--- src/design/first_fit_block_placer_macros.svh ---
// assertion macros shared by the first-fit block placer modules
// depends on nothing; included by the controller and the datapath
`ifndef FIRST_FIT_BLOCK_PLACER_MACROS_SVH
`define FIRST_FIT_BLOCK_PLACER_MACROS_SVH

// condition holds at every clock edge out of reset
`define FFBP_ASSERT_ALWAYS(label, clk, rst_n, cond, msg) \
    label: assert property (@(posedge clk) disable iff (!rst_n) (cond)) else $error(msg);

// consequent holds in the same cycle as the antecedent
`define FFBP_ASSERT_IMPLY(label, clk, rst_n, ante, cons, msg) \
    label: assert property (@(posedge clk) disable iff (!rst_n) (ante) |-> (cons)) \
        else $error(msg);

// consequent holds in the cycle after the antecedent
`define FFBP_ASSERT_NEXT(label, clk, rst_n, ante, cons, msg) \
    label: assert property (@(posedge clk) disable iff (!rst_n) (ante) |=> (cons)) \
        else $error(msg);

`endif

--- src/design/ffbp_pkg.sv ---
// package for the first-fit block placer: sizes, command codes, control structs
// depends on nothing
`default_nettype none

package ffbp_pkg;

    // table geometry
    localparam int BLOCKS     = 16;
    localparam int SIZE_WIDTH = 16;
    localparam int IDX_W      = (BLOCKS > 1) ? $clog2(BLOCKS) : 1;
    localparam int CNT_W      = $clog2(BLOCKS + 1);

    // field widths
    localparam int CMD_W  = 1;
    localparam int BIDX_W = 4;
    localparam int SVAL_W = 16;
    localparam int CFG_W  = 5;

    // command codes
    localparam logic [CMD_W-1:0] CMD_LOAD  = 1'b0;
    localparam logic [CMD_W-1:0] CMD_PLACE = 1'b1;

    // blocks_in_use after reset
    localparam logic [CFG_W-1:0] BLOCKS_IN_USE_RESET = 5'd16;

    typedef logic [SIZE_WIDTH-1:0] t_size;

    // controller to datapath
    typedef struct packed {
        logic start;     // capture the input beat, load writes the table
        logic step;      // move the scan to the next block
        logic out_load;  // finish the item into the output register
    } t_dp_cmd;

    // datapath to controller
    typedef struct packed {
        logic is_place;   // captured command places a page
        logic scan_done;  // fit found or scan ran past the blocks in use
    } t_dp_stat;

endpackage

`default_nettype wire

--- src/design/first_fit_block_placer.sv ---
// First-fit block placer, top level.
// Input channel (i_in_valid / o_in_ready) carries one beat per command: a load
// writes the free size of one block, a place scans the blocks in use (at most
// 16, from block 0) and takes the page from the first block with enough room.
// Output channel (o_out_valid / i_out_ready) returns one beat per command:
// found, placed block index and the size left in that block (zeros for a load
// or for no fit).
// Sequence: a load passes through S_LOAD_DONE into the output register; a place
// scans in S_SCAN, comparing up to min(blocks_in_use, 16) blocks, and finishes
// at a fit or at the scan end; one table entry is compared per cycle.
// Flow: one command at a time, the next one is accepted in the cycle
// its predecessor's result can first be taken.
// blocks_in_use is written through i_cfg_wr_en / i_cfg_wr_data; the user must
// write it only while idle, the block does not enforce this. Reset clears every
// block's free size to zero and sets blocks_in_use to 16. A result waits in the
// output register while the receiver stalls; the next command may be accepted
// meanwhile, but it finishes only once that result has been taken.
// depends on ffbp_pkg, ffbp_ctrl, ffbp_datapath
`default_nettype none

module first_fit_block_placer (
    input  wire                         i_clk,
    input  wire                         i_rst_n,
    input  wire                         i_cfg_wr_en,
    input  wire [ffbp_pkg::CFG_W-1:0]   i_cfg_wr_data,
    input  wire                         i_in_valid,
    output logic                        o_in_ready,
    input  wire [ffbp_pkg::CMD_W-1:0]   i_command,
    input  wire [ffbp_pkg::BIDX_W-1:0]  i_block_index,
    input  wire [ffbp_pkg::SVAL_W-1:0]  i_size_value,
    output logic                        o_out_valid,
    input  wire                         i_out_ready,
    output logic                        o_found,
    output logic [ffbp_pkg::BIDX_W-1:0] o_placed_block,
    output logic [ffbp_pkg::SVAL_W-1:0] o_remaining_after
);
    import ffbp_pkg::*;

    t_dp_cmd  dp_cmd;
    t_dp_stat dp_stat;

    // sequencing and handshakes
    ffbp_ctrl u_ctrl (
        .i_clk       (i_clk),
        .i_rst_n     (i_rst_n),
        .i_in_valid  (i_in_valid),
        .o_in_ready  (o_in_ready),
        .o_out_valid (o_out_valid),
        .i_out_ready (i_out_ready),
        .i_is_load   (i_command == CMD_LOAD),
        .i_stat      (dp_stat),
        .o_cmd       (dp_cmd)
    );

    // table, scan and output payload
    ffbp_datapath u_datapath (
        .i_clk             (i_clk),
        .i_rst_n           (i_rst_n),
        .i_cfg_wr_en       (i_cfg_wr_en),
        .i_cfg_wr_data     (i_cfg_wr_data),
        .i_command         (i_command),
        .i_block_index     (i_block_index),
        .i_size_value      (i_size_value),
        .i_cmd             (dp_cmd),
        .o_stat            (dp_stat),
        .o_found           (o_found),
        .o_placed_block    (o_placed_block),
        .o_remaining_after (o_remaining_after)
    );

endmodule

`default_nettype wire

--- src/design/ffbp_datapath.sv ---
// datapath of the first-fit block placer: free-size table, scan counter, output register
// depends on ffbp_pkg and first_fit_block_placer_macros.svh
`default_nettype none
`include "first_fit_block_placer_macros.svh"

module ffbp_datapath (
    input  wire                       i_clk,
    input  wire                       i_rst_n,
    input  wire                       i_cfg_wr_en,
    input  wire [ffbp_pkg::CFG_W-1:0] i_cfg_wr_data,
    input  wire [ffbp_pkg::CMD_W-1:0] i_command,
    input  wire [ffbp_pkg::BIDX_W-1:0] i_block_index,
    input  wire [ffbp_pkg::SVAL_W-1:0] i_size_value,
    input  wire ffbp_pkg::t_dp_cmd    i_cmd,
    output ffbp_pkg::t_dp_stat        o_stat,
    output logic                      o_found,
    output logic [ffbp_pkg::BIDX_W-1:0] o_placed_block,
    output logic [ffbp_pkg::SVAL_W-1:0] o_remaining_after
);
    import ffbp_pkg::*;

    t_size              r_free [BLOCKS];
    logic [CFG_W-1:0]   r_blocks_in_use;
    logic               r_is_place;
    t_size              r_page;
    logic [CNT_W-1:0]   r_scan_cnt;
    logic [CNT_W-1:0]   r_limit;
    logic               r_found;
    logic [BIDX_W-1:0]  r_placed_block;
    logic [SVAL_W-1:0]  r_remaining;

    logic [IDX_W-1:0]   scan_idx;
    logic [IDX_W-1:0]   load_idx;
    logic               load_in_range;
    logic [CNT_W-1:0]   n_limit;
    logic               scan_end;
    logic               hit;
    t_size              n_rem;
    logic               res_found;

    // scan position and entry compare
    assign scan_idx  = r_scan_cnt[IDX_W-1:0];
    assign load_idx  = IDX_W'(i_block_index);
    assign load_in_range = (32'(i_block_index) < 32'(BLOCKS));
    assign scan_end  = (r_scan_cnt >= r_limit);
    assign hit       = (r_page <= r_free[scan_idx]);
    assign n_rem     = r_free[scan_idx] - r_page;
    assign res_found = r_is_place && !scan_end && hit;

    // scan length saturates at the table depth
    assign n_limit = (32'(r_blocks_in_use) > 32'(BLOCKS)) ? CNT_W'(BLOCKS)
                                                          : CNT_W'(r_blocks_in_use);

    assign o_stat.is_place  = r_is_place;
    assign o_stat.scan_done = scan_end || hit;

    // configuration register
    always_ff @(posedge i_clk) begin
        if (!i_rst_n) begin
            r_blocks_in_use <= BLOCKS_IN_USE_RESET;
        end else if (i_cfg_wr_en) begin
            r_blocks_in_use <= i_cfg_wr_data;
        end
    end

    // free-size table: cleared at reset, written by a load or a placement
    always_ff @(posedge i_clk) begin
        if (!i_rst_n) begin
            for (int k = 0; k < BLOCKS; k++) begin
                r_free[k] <= '0;
            end
        end else if (i_cmd.start && (i_command == CMD_LOAD) && load_in_range) begin
            r_free[load_idx] <= SIZE_WIDTH'(i_size_value);
        end else if (i_cmd.out_load && res_found) begin
            r_free[scan_idx] <= n_rem;
        end
    end

    // captured command, page size, scan counter and limit
    always_ff @(posedge i_clk) begin
        if (!i_rst_n) begin
            r_is_place <= 1'b0;
            r_scan_cnt <= '0;
            r_limit    <= '0;
        end else if (i_cmd.start) begin
            r_is_place <= (i_command == CMD_PLACE);
            r_scan_cnt <= '0;
            r_limit    <= n_limit;
        end else if (i_cmd.step) begin
            r_scan_cnt <= r_scan_cnt + 1'b1;
        end
    end

    always_ff @(posedge i_clk) begin
        if (i_cmd.start) begin
            r_page <= SIZE_WIDTH'(i_size_value);
        end
    end

    // output payload register
    always_ff @(posedge i_clk) begin
        if (i_cmd.out_load) begin
            r_found        <= res_found;
            r_placed_block <= res_found ? BIDX_W'(r_scan_cnt) : '0;
            r_remaining    <= res_found ? SVAL_W'(n_rem) : '0;
        end
    end

    assign o_found           = r_found;
    assign o_placed_block    = r_placed_block;
    assign o_remaining_after = r_remaining;

    // checks
    `FFBP_ASSERT_ALWAYS(a_cnt_within_limit, i_clk, i_rst_n, r_scan_cnt <= r_limit,
        "scan counter ran past the limit")
    `FFBP_ASSERT_NEXT(a_start_clears_cnt, i_clk, i_rst_n, i_cmd.start, r_scan_cnt == '0,
        "scan counter not cleared at start")
    `FFBP_ASSERT_IMPLY(a_step_not_done, i_clk, i_rst_n, i_cmd.step,
        r_is_place && !scan_end && !hit, "scan stepped past a fit or the end")

endmodule

`default_nettype wire

--- src/design/ffbp_ctrl.sv ---
// controller of the first-fit block placer: item sequencing and both handshakes
// depends on ffbp_pkg and first_fit_block_placer_macros.svh
`default_nettype none
`include "first_fit_block_placer_macros.svh"

module ffbp_ctrl (
    input  wire                 i_clk,
    input  wire                 i_rst_n,
    input  wire                 i_in_valid,
    output logic                o_in_ready,
    output logic                o_out_valid,
    input  wire                 i_out_ready,
    input  wire                 i_is_load,
    input  wire ffbp_pkg::t_dp_stat i_stat,
    output ffbp_pkg::t_dp_cmd   o_cmd
);
    import ffbp_pkg::*;

    typedef enum logic [1:0] {
        S_IDLE,
        S_LOAD_DONE,
        S_SCAN
    } t_state;

    t_state r_state;
    t_state n_state;
    logic   r_in_ready;
    logic   r_out_valid;
    logic   accept;
    logic   out_free;

    assign accept   = i_in_valid && r_in_ready;
    assign out_free = !r_out_valid || i_out_ready;

    // commands to the datapath
    always_comb begin
        o_cmd.start    = accept;
        o_cmd.step     = (r_state == S_SCAN) && !i_stat.scan_done;
        o_cmd.out_load = out_free && ((r_state == S_LOAD_DONE) ||
                                      ((r_state == S_SCAN) && i_stat.scan_done));
    end

    // next state
    always_comb begin
        n_state = r_state;
        case (r_state)
            S_IDLE: begin
                if (accept) begin
                    n_state = i_is_load ? S_LOAD_DONE : S_SCAN;
                end
            end
            S_LOAD_DONE, S_SCAN: begin
                if (o_cmd.out_load) begin
                    n_state = S_IDLE;
                end
            end
            default: n_state = S_IDLE;
        endcase
    end

    // state and registered handshake outputs
    always_ff @(posedge i_clk) begin
        if (!i_rst_n) begin
            r_state     <= S_IDLE;
            r_in_ready  <= 1'b1;
            r_out_valid <= 1'b0;
        end else begin
            r_state    <= n_state;
            r_in_ready <= (n_state == S_IDLE);
            if (o_cmd.out_load) begin
                r_out_valid <= 1'b1;
            end else if (i_out_ready) begin
                r_out_valid <= 1'b0;
            end
        end
    end

    assign o_in_ready  = r_in_ready;
    assign o_out_valid = r_out_valid;

    // checks
    `FFBP_ASSERT_ALWAYS(a_ready_in_idle, i_clk, i_rst_n, r_in_ready == (r_state == S_IDLE),
        "input ready out of step with idle state")
    `FFBP_ASSERT_NEXT(a_accept_busy, i_clk, i_rst_n, accept, !r_in_ready && (r_state != S_IDLE),
        "controller still idle after an accepted beat")
    `FFBP_ASSERT_NEXT(a_result_held, i_clk, i_rst_n, r_out_valid && !i_out_ready,
        r_out_valid, "pending result dropped before it was taken")
    `FFBP_ASSERT_IMPLY(a_scan_is_place, i_clk, i_rst_n, r_state == S_SCAN, i_stat.is_place,
        "scan running for a load command")

endmodule

`default_nettype wire
--- config.mk ---
export PLATFORM = sky130hd
export DESIGN_NAME = first_fit_block_placer
export DESIGN_NICKNAME = d
export VERILOG_FILES = /design/src/design/ffbp_pkg.sv /design/src/design/first_fit_block_placer.sv /design/src/design/ffbp_datapath.sv /design/src/design/ffbp_ctrl.sv
export VERILOG_INCLUDE_DIRS = /design/src /design/src/design
export SDC_FILE = /design/constraint.sdc
export NUM_CORES = 1
export LEC_CHECK = 0
export BUFFER_PORTS_ARGS = -buffer_cell sky130_fd_sc_hd__buf_2
export CAP_MARGIN = 20
export CORE_AREA = 2 2 159 177
export DETAILED_ROUTE_END_ITERATION = 8
export DIE_AREA = 0 0 161 179
export PLACE_DENSITY_LB_ADDON = 0.08
export SLEW_MARGIN = 40
export SYNTH_ARGS = -nofsm -noshare
export SYNTH_HDL_FRONTEND = slang
export SYNTH_SLANG_ARGS = --single-unit
--- constraint.sdc ---
create_clock -name i_clk -period 8.2 [get_ports i_clk]
set_input_delay 0.82 -clock i_clk [delete_from_list [all_inputs] [get_ports i_clk]]
set_output_delay 0.82 -clock i_clk [all_outputs]
set_load 0.02 [all_outputs]
# After elaboration in Yosys (flattened, before gate mapping)
# Memory sizes are Yosys's and may differ from the RTL's. A register that Yosys moved wholly into a read port is not among the register bits.
# Index checks and enable logic that the tools add are counted.
# totals
output_inout_bits	23
ramBits	256
ff_bits	57
word_cells	65
mem_count	1
in_bits	31
# op_classes
n_lt_le_gt_ge	3
reduce_logical	21
add_sub_neg	2
mux	23
bitwise_logic	2
n_eq_ne	2
# memory_table
memory	depth	width	rd	rd_ports_with_merged_regs	write_ports	line	rtl
u_datapath.r_free	16	16	1	1	16	ffbp_datapath.sv:22	t_size r_free [BLOCKS];
# op_table
op	count
16-bit two-way mux	2
16-bit OR reduction	2
16-bit <= comparator	1
4-bit two-way mux	4
16-bit subtractor	1
1-bit two-way mux	12
1-bit logical AND	8
2-bit two-way mux	3
5-bit by 1-bit adder with 5-bit output, second input constant	1
5-bit greater-or-equal comparator	1
5-bit greater-than comparator, second input constant	1
5-bit two-way mux	1
2-bit logical NOT	2
2-bit case mux with 2 select lines	1
2-bit OR reduction	2
1-bit logical NOT	3
1-bit logical OR	3
2-bit by 1-bit equality test with 1-bit output, second input constant	1
2-bit equality test, second input constant	1
1-bit NOT	2
2-bit nonzero test	1

# Logic depth before layout (Yosys ltp)
# Gate-level depths: netlist of the first run.
# depth
word_depth	12
mapped_depth	18
mapped_depth_nobuf	13

# Modules after synthesis
# Synthesis of the first run repeated with hierarchy kept, for this count alone.
# unflattened
cells_unflattened	1297
area_unflattened_um2	16348.2
# modules_own_cells
module	cells_per_inst	n_inst	seq_area_each_um2	area_each_um2
ffbp_datapath	1263	1	9198.8	16070.4
ffbp_ctrl	33	1	80.1	274.0
first_fit_block_placer	1	1	0.0	3.8

# Worst setup path before layout of the first run
# Ideal clock, no wire load.
# synth_timing
kind	reg-to-reg
start	register with a tool-made name
end	memory u_datapath.r_free[11][0] (netlist bit), enable pin
arrival_time_ns	6.069
setup_time_ns	0.447
required_time_ns	7.753
stages_incl_launch_ff	16
synth_period_minus_slack_ns	6.516
path_buffers	4
slack_ns	1.684
path_cell_list	dfxtp_1 -> clkbuf_1 -> buf_1 -> mux4_2 -> mux4_2 -> ha_1 -> nand2b_1 -> a21oi_1 -> nor4_4 -> o21bai_4 -> o21ai_2 -> buf_6 -> inv_2 -> buf_4 -> nand2_1 -> o311ai_0
# synth_lines
item	line
end: declaration	ffbp_datapath.sv:22

==> results_dict.tcl, run 1 <==
set metrics [dict create \
    run_status "finished clean" \
    cts_made_buffers 34 \
    min_from "u_datapath.r_limit[4]$_SDFFE_PN0P_" \
    post-cts-setup-buffers 0 \
    die-area_sq_um 28820 \
    nNetsFinal 1192 \
    yosysUniqueCellTypes 70 \
    post_drt_wl_per_cell_um 31.70 \
    setup_tns_ns 0 \
    async_reset_ff_frac 0 \
    root_buffer "clkbuf_16" \
    drive_gt1_frac 0.3195 \
    grt_max_degree 49 \
    routed_wl_um 48220 \
    worstMarginPinSlew_ns 0.8825 \
    holdPathStages 2 \
    vias 11560 \
    cp_num_buf_inv 2 \
    ios 54 \
    place_inst 1460 \
    cp_top_family "simple AND/OR/NAND/NOR gates" \
    rsz0062_at_grt "no" \
    grt_pass1_wl_um 73050 \
    routabilityCongestion 0.8993 \
    synth_edf_count 293 \
    grt_overflow 0 \
    ys_ff_latch 317 \
    area_delta_synth_final_pct 8.917 \
    fin_crit_sh 0.7573 \
    cap_violations 0 \
    cp_data_arrival_time_ns 6.24 \
    port_buffers 53 \
    chipWidth_um 161 \
    slew_viol_final 0 \
    synth_cells 1141 \
    ys_warn_count 0 \
    drt_iter0_drc 1815 \
    via_per_inst 7.599 \
    synthesis.nets 1199 \
    synth_area_leaders "edfxtp_1 (52%), mux4_2 (11%), a221oi_2 (6.0%)" \
    required_ns 8.23 \
    vdd_ir_drop_max_mv 0.1447 \
    antenna_left 0 \
    grt.total_usage 0.3414 \
    first_global_vias 11050 \
    finalSetupViolCount 0 \
    netlist_area_sq_um 16820 \
    postSynthAreaPerCell_sq_um 14.74 \
    min_path_type "flip-flop to flip-flop" \
    hold_viol_final 0 \
    pre_cts_slack_ns 1.919 \
    die_y_um 179 \
    worst_path_largest_cell_delay_ns 0.73 \
    grt_antenna_before_repair 1 \
    fmax_mhz 161.0 \
    fin_cells 1521 \
    slowest_stage "nand3_1" \
    setup_slack_ns 1.990 \
    core_sq_um 27230 \
    reg2reg_slack_ns 1.99 \
    initial_utilization 0.6179 \
    cts_tree "done" \
    clock_latency_ns 0.52 \
    skew_ns 0.01596 \
    worstPathCellList "buf_4 > mux4_2 > mux4_2 > ha_1 > o21ai_1 > o21bai_2 > nor4_4 > o21bai_4 > o21ai_4 > inv_2 > nand4b_1 > nand3_1" \
    p_per_area_nw_per_um2 202.5 \
    hold_ws_ns 0.4622 \
    cp-start-kind "flip-flop" \
    ys_seq_area_frac 0.5515 \
    crit_path_max_fanout 22 \
    synth_top_area_share 0.5230 \
    clkTransAtPathRegs_ns 0.06 \
    remaining_drc_errors 0 \
    critPathMostFrequentCell "mux4_2" \
    yosysTopAreaCell "edfxtp_1" \
    crit_type "flip-flop to flip-flop" \
    crit_path_end_kind "flip-flop" \
    cts.htree.levels 2 \
    rows 64 \
    leakagePower_nw 5.976 \
    cts_sinks 317 \
    finish.utilization 0.6730 \
    clock_path_buffers 3 \
    reg2reg_depth 12 \
    r2r-end "u_datapath.r_free[4][14]$_SDFFCE_PN0P_" \
    hold_end "u_datapath.r_limit[4]$_SDFFE_PN0P_" \
    synth-main-ff-cell "edfxtp_1" \
    firstDrtPassIters 6 \
    cts_hold_buf 0 \
    n_antenna_cell 0 \
    slew-limit-headroom 0.4100 \
    place_hpwl_um 31400 \
    cts_resized 0 \
    period_minus_slack_ns 6.210 \
]
-- cell usage after synthesis, types with 8 or more instances --
cell        n
nand3_1    30
o21ai_2    10
nor2b_1    14
buf_6      24
mux2i_1     8
a221oi_2   67
edfxtp_1  293
nand2_1    30
ha_1       26
clkbuf_1   61
a22oi_2    18
mux4_2     80
nor2_1     42
a22oi_1   127
buf_2      33
xnor2_1     8
a21oi_1    21
o21ai_0     9
a221oi_1   45
buf_1       8
inv_1      39
dfxtp_1    24
-- per-stage QoR --
step / cell area (sq um) / total power, mW
final: 18320 / 3.710
after global routing: 18320 / 3.802
after CTS: 18280 / 3.703
after detailed placement: 17220 / 2.252
after global placement: 17100 / 2.242
after floorplan: 16820 / 2.139
-- layout make-up --
class / count / area [sq um]
Multi-Input combinational cell: 652 / 6825
Inverter: 41 / 153.9
Clock inverter: 14 / 88.84
Sequential cell: 317 / 9288
Clock buffer: 46 / 969.7
Timing Repair Buffer: 88 / 544.3
Fill cell: 1918 / 8902
Tap cell: 363 / 454.2
-- logic make-up after synthesis --
family	after synthesis	synth area share
AO/OA/AOI/OAI	351	0.1991
flip-flops	317	0.5515
AND/OR/NAND/NOR	175	0.05741
buffers and inverters	172	0.05385
multiplexers	88	0.1119
adder cells (fa/ha/maj)	27	0.02053
XOR/XNOR	11	0.005727
-- report_power, final --
group | total (mW) | switching [mW] | internal (mW)
sequential | 1.87 | 0.0288 | 1.84
clock | 1.48 | 0.625 | 0.859
combinational | 0.357 | 0.248 | 0.110
-- flip-flops by register name (all words and copies together), names as in the netlist, 2 cells and up, named ones only --
name,flops
u_datapath.r_limit,5
u_datapath.o_placed_block,4
u_datapath.r_blocks_in_use,5
u_ctrl.r_state,2
u_datapath.r_page,16
u_datapath.o_remaining_after,16
u_datapath.r_free,256
u_datapath.r_scan_cnt,5
-- per-layer routing --
layer	vias up	wire, um	track usage	part of all wire
met5	-	13	0	0.00027
met4	2	1459	0.09301	0.030
met3	127	5107	0.06500	0.11
met2	870	23490	0.5694	0.49
met1	5814	18150	0.4659	0.38
li1	4745	-	-	-
-- how the worst max path moves through the flow --
stage,startpoint,end,depth (start not counted)
2_1_floorplan,flip-flop,u_datapath.r_free[11][0]$_SDFFCE_PN0P_,15
3_3_place_gp,flip-flop,u_datapath.r_free[0][9]$_SDFFCE_PN0P_,12
3_5_place_dp,flip-flop,u_datapath.r_free[9][13]$_SDFFCE_PN0P_,12
4_1_cts,flip-flop,u_datapath.r_free[9][3]$_SDFFCE_PN0P_,12
5_1_grt,flip-flop,u_datapath.r_free[4][5]$_SDFFCE_PN0P_,12
6_report,flip-flop,u_datapath.r_free[4][14]$_SDFFCE_PN0P_,12
-- worst register-to-register path: stages, from the launching register on --
cell	delay [ns]
dfxtp_4	0.65
buf_4	0.49
mux4_2	0.58
mux4_2	0.52
ha_1	0.37
o21ai_1	0.16
o21bai_2	0.12
nor4_4	0.35
o21bai_4	0.16
o21ai_4	0.54
inv_2	0.41
nand4b_1	0.64
nand3_1	0.73
-- cells in the final DEF (no fill, tap or decap), types with 20 or more instances in the layout --
cell	instances
a221oi_2	67
buf_4	33
inv_1	39
a21oi_1	20
nor2_1	40
dfxtp_1	21
nand2_1	26
mux4_2	80
a22oi_1	127
buf_2	53
a221oi_1	45
clkbuf_16	37
edfxtp_1	293
ha_1	26
(Power assumes the default switching activity.)
==> run 2: changes to the inputs <==
--- a/config.mk
+++ b/config.mk
@@ -8,9 +8,9 @@
 export LEC_CHECK = 0
 export BUFFER_PORTS_ARGS = -buffer_cell sky130_fd_sc_hd__buf_2
 export CAP_MARGIN = 20
-export CORE_AREA = 2 2 159 177
+export CORE_AREA = 2 2 167 186
 export DETAILED_ROUTE_END_ITERATION = 8
-export DIE_AREA = 0 0 161 179
+export DIE_AREA = 0 0 169 188
 export PLACE_DENSITY_LB_ADDON = 0.08
 export SLEW_MARGIN = 40
 export SYNTH_ARGS = -nofsm -noshare
==> constraint.sdc (replaced) <==
create_clock -name i_clk -period 5.7 [get_ports i_clk]
set_input_delay 0.57 -clock i_clk [delete_from_list [all_inputs] [get_ports i_clk]]
set_output_delay 0.57 -clock i_clk [all_outputs]
set_load 0.02 [all_outputs]
==> run 2 against run 1 <==
Clock power up 49%. Wire length down 2.9%. Core utilization down 5.4 points. Largest cell class unchanged. Largest power group unchanged.
==> results_dict.tcl, run 2 (synthesis results as in run 1) <==
set metrics [dict create \
    crit_type "flip-flop to flip-flop" \
    largest_register_ffs 256 \
    area_delta_synth_final_pct 10.39 \
    via_per_inst 7.135 \
    n_antenna_cell 0 \
    vdd_ir_drop_max_mv 0.2031 \
    cap_violations 0 \
    cts_resized 0 \
    slew_viol_final 0 \
    worstPathCellList "buf_12 > mux4_2 > mux4_2 > ha_1 > a211oi_2 > o21bai_2 > nor4_4 > o21bai_4 > o21ai_4 > or3_4 > a221oi_1" \
    drt_iter0_drc 1538 \
    rsz0062_at_grt "no" \
    initial_utilization 0.5606 \
    cp_data_arrival_time_ns 5.29 \
    chipWidth_um 169 \
    antenna_left 0 \
    clock_path_buffers 3 \
    post_drt_wl_per_cell_um 29.80 \
    clkTransAtPathRegs_ns 0.06 \
    p_clk_frac 0.408 \
    cp-start-kind "flip-flop" \
    grt_max_degree 49 \
    grt.total_usage 0.2986 \
    cp_num_buf_inv 1 \
    fmax_mhz 196.5 \
    skew_ns 0.02480 \
    crit_path_end_kind "flip-flop" \
    setup_tns_ns 0 \
    cts_hold_buf 0 \
    fillers 2299 \
    internal_power_mw 4.104 \
    worst_path_largest_cell_delay_ns 0.78 \
    drive_gt1_frac 0.3210 \
    worst-path-stages 11 \
    hold_ws_ns 0.2554 \
    root_buffer "clkbuf_16" \
    cts.htree.levels 2 \
    power_mw 5.402 \
    grt_overflow 0 \
    setup_slack_ns 0.6099 \
    die_y_um 188 \
    place_inst 1509 \
    final_common_cell "edfxtp_1" \
    ios 54 \
    port_buffers 53 \
    slew-limit-headroom 0.4124 \
    p_switching_mw 1.298 \
    period_minus_slack_ns 5.090 \
    worstMarginPinSlew_ns 0.8793 \
    min_path_type "primary input to flip-flop" \
    multi_input_area_sq_um 6723 \
    grt_pass1_wl_um 71500 \
    clock_latency_ns 0.52 \
    vias 11220 \
    first_global_vias 11030 \
    critPathMostFrequentCell "mux4_2" \
    routabilityCongestion 0.8930 \
    grt_antenna_before_repair 0 \
    nNetsFinal 1226 \
    routed_wl_um 46840 \
    endpoint "u_datapath.r_free[3][0]$_SDFFCE_PN0P_" \
    remaining_drc_errors 0 \
    die-area_sq_um 31770 \
    run_status "finished clean" \
    cts_tree "done" \
    cts_sinks 317 \
    fin_cells 1572 \
    cts_made_buffers 36 \
    crit_path_max_fanout 48 \
    netSwitchingFraction 0.2402 \
    leakagePower_nw 6.102 \
    rows 67 \
    pwr-share-comb 0.096 \
    final_cell_mix "edfxtp_1 (293), a22oi_1 (127), mux4_2 (80)" \
    cp_top_family "compound AO/OA/AOI/OAI gates" \
    place_hpwl_um 30640 \
    p_per_area_nw_per_um2 290.9 \
    pre_cts_slack_ns 0.6640 \
    regArea_sq_um 9285 \
    slowest_stage "or3_4" \
    p_seq_frac 0.496 \
    core_sq_um 30010 \
    fin_crit_sh 0.8930 \
    firstDrtPassIters 5 \
    finalSetupViolCount 0 \
    r2r-end "u_datapath.r_free[3][0]$_SDFFCE_PN0P_" \
    largest_register "u_datapath.r_free" \
    reg2reg_slack_ns 0.61 \
    reg2reg_depth 11 \
    required_ns 5.90 \
    hold_viol_final 0 \
    post-cts-setup-buffers 0 \
]
[run 2: through the flow]
step                      cell area, sq um  utilization
after floorplan                      16820            -
after global placement               17460       0.5817
after detailed placement             17470       0.5821
after CTS                            18560       0.6185
after global routing                 18570       0.6188
final                                18570       0.6188
[run 2: how the worst min path moves through the flow]
stage | cells after the start | from | slack, ns | end
6_report | 1 | i_size_value[11] | 0.26 | u_datapath.r_page[11]$_DFFE_PP_
2_1_floorplan | 2 | u_datapath.r_limit[4]$_SDFFE_PN0P_ | 0.44 | u_datapath.r_limit[4]$_SDFFE_PN0P_
4_1_cts | 1 | i_size_value[11] | 0.24 | u_datapath.r_page[11]$_DFFE_PP_
3_5_place_dp | 2 | u_datapath.r_limit[4]$_SDFFE_PN0P_ | 0.46 | u_datapath.r_limit[4]$_SDFFE_PN0P_
5_1_grt | 1 | i_size_value[11] | 0.25 | u_datapath.r_page[11]$_DFFE_PP_
3_3_place_gp | 2 | u_datapath.r_limit[4]$_SDFFE_PN0P_ | 0.44 | u_datapath.r_limit[4]$_SDFFE_PN0P_
[run 2: final cells by class]
| class | count | share of cell area |
|---|---|---|
| clock buffers | 49 | 0.05282 |
| clock inverters | 14 | 0.005996 |
| inverters | 41 | 0.008287 |
| multi-input cells | 652 | 0.3620 |
| flip-flops and latches | 317 | 0.5000 |
| well taps | 379 | 0.02553 |
| repair buffers | 120 | 0.04541 |
[run 2: power by group through the flow]
stage / Clock (mW) / Sequential, mW / Combinational, mW
after global placement: 0 / 2.72 / 0.509
after detailed placement: 0 / 2.73 / 0.513
after floorplan: 0 / 2.74 / 0.333
after CTS: 2.22 / 2.68 / 0.515
after global routing: 2.30 / 2.69 / 0.556
final: 2.20 / 2.68 / 0.520
[run 2: routing by layer]
metal,up-vias,track usage,part of all wire
li1,4797,-,-
met1,5719,0.4200,0.40
met2,616,0.4904,0.49
met3,84,0.04812,0.087
met4,0,0.07495,0.023
met5,-,0,0
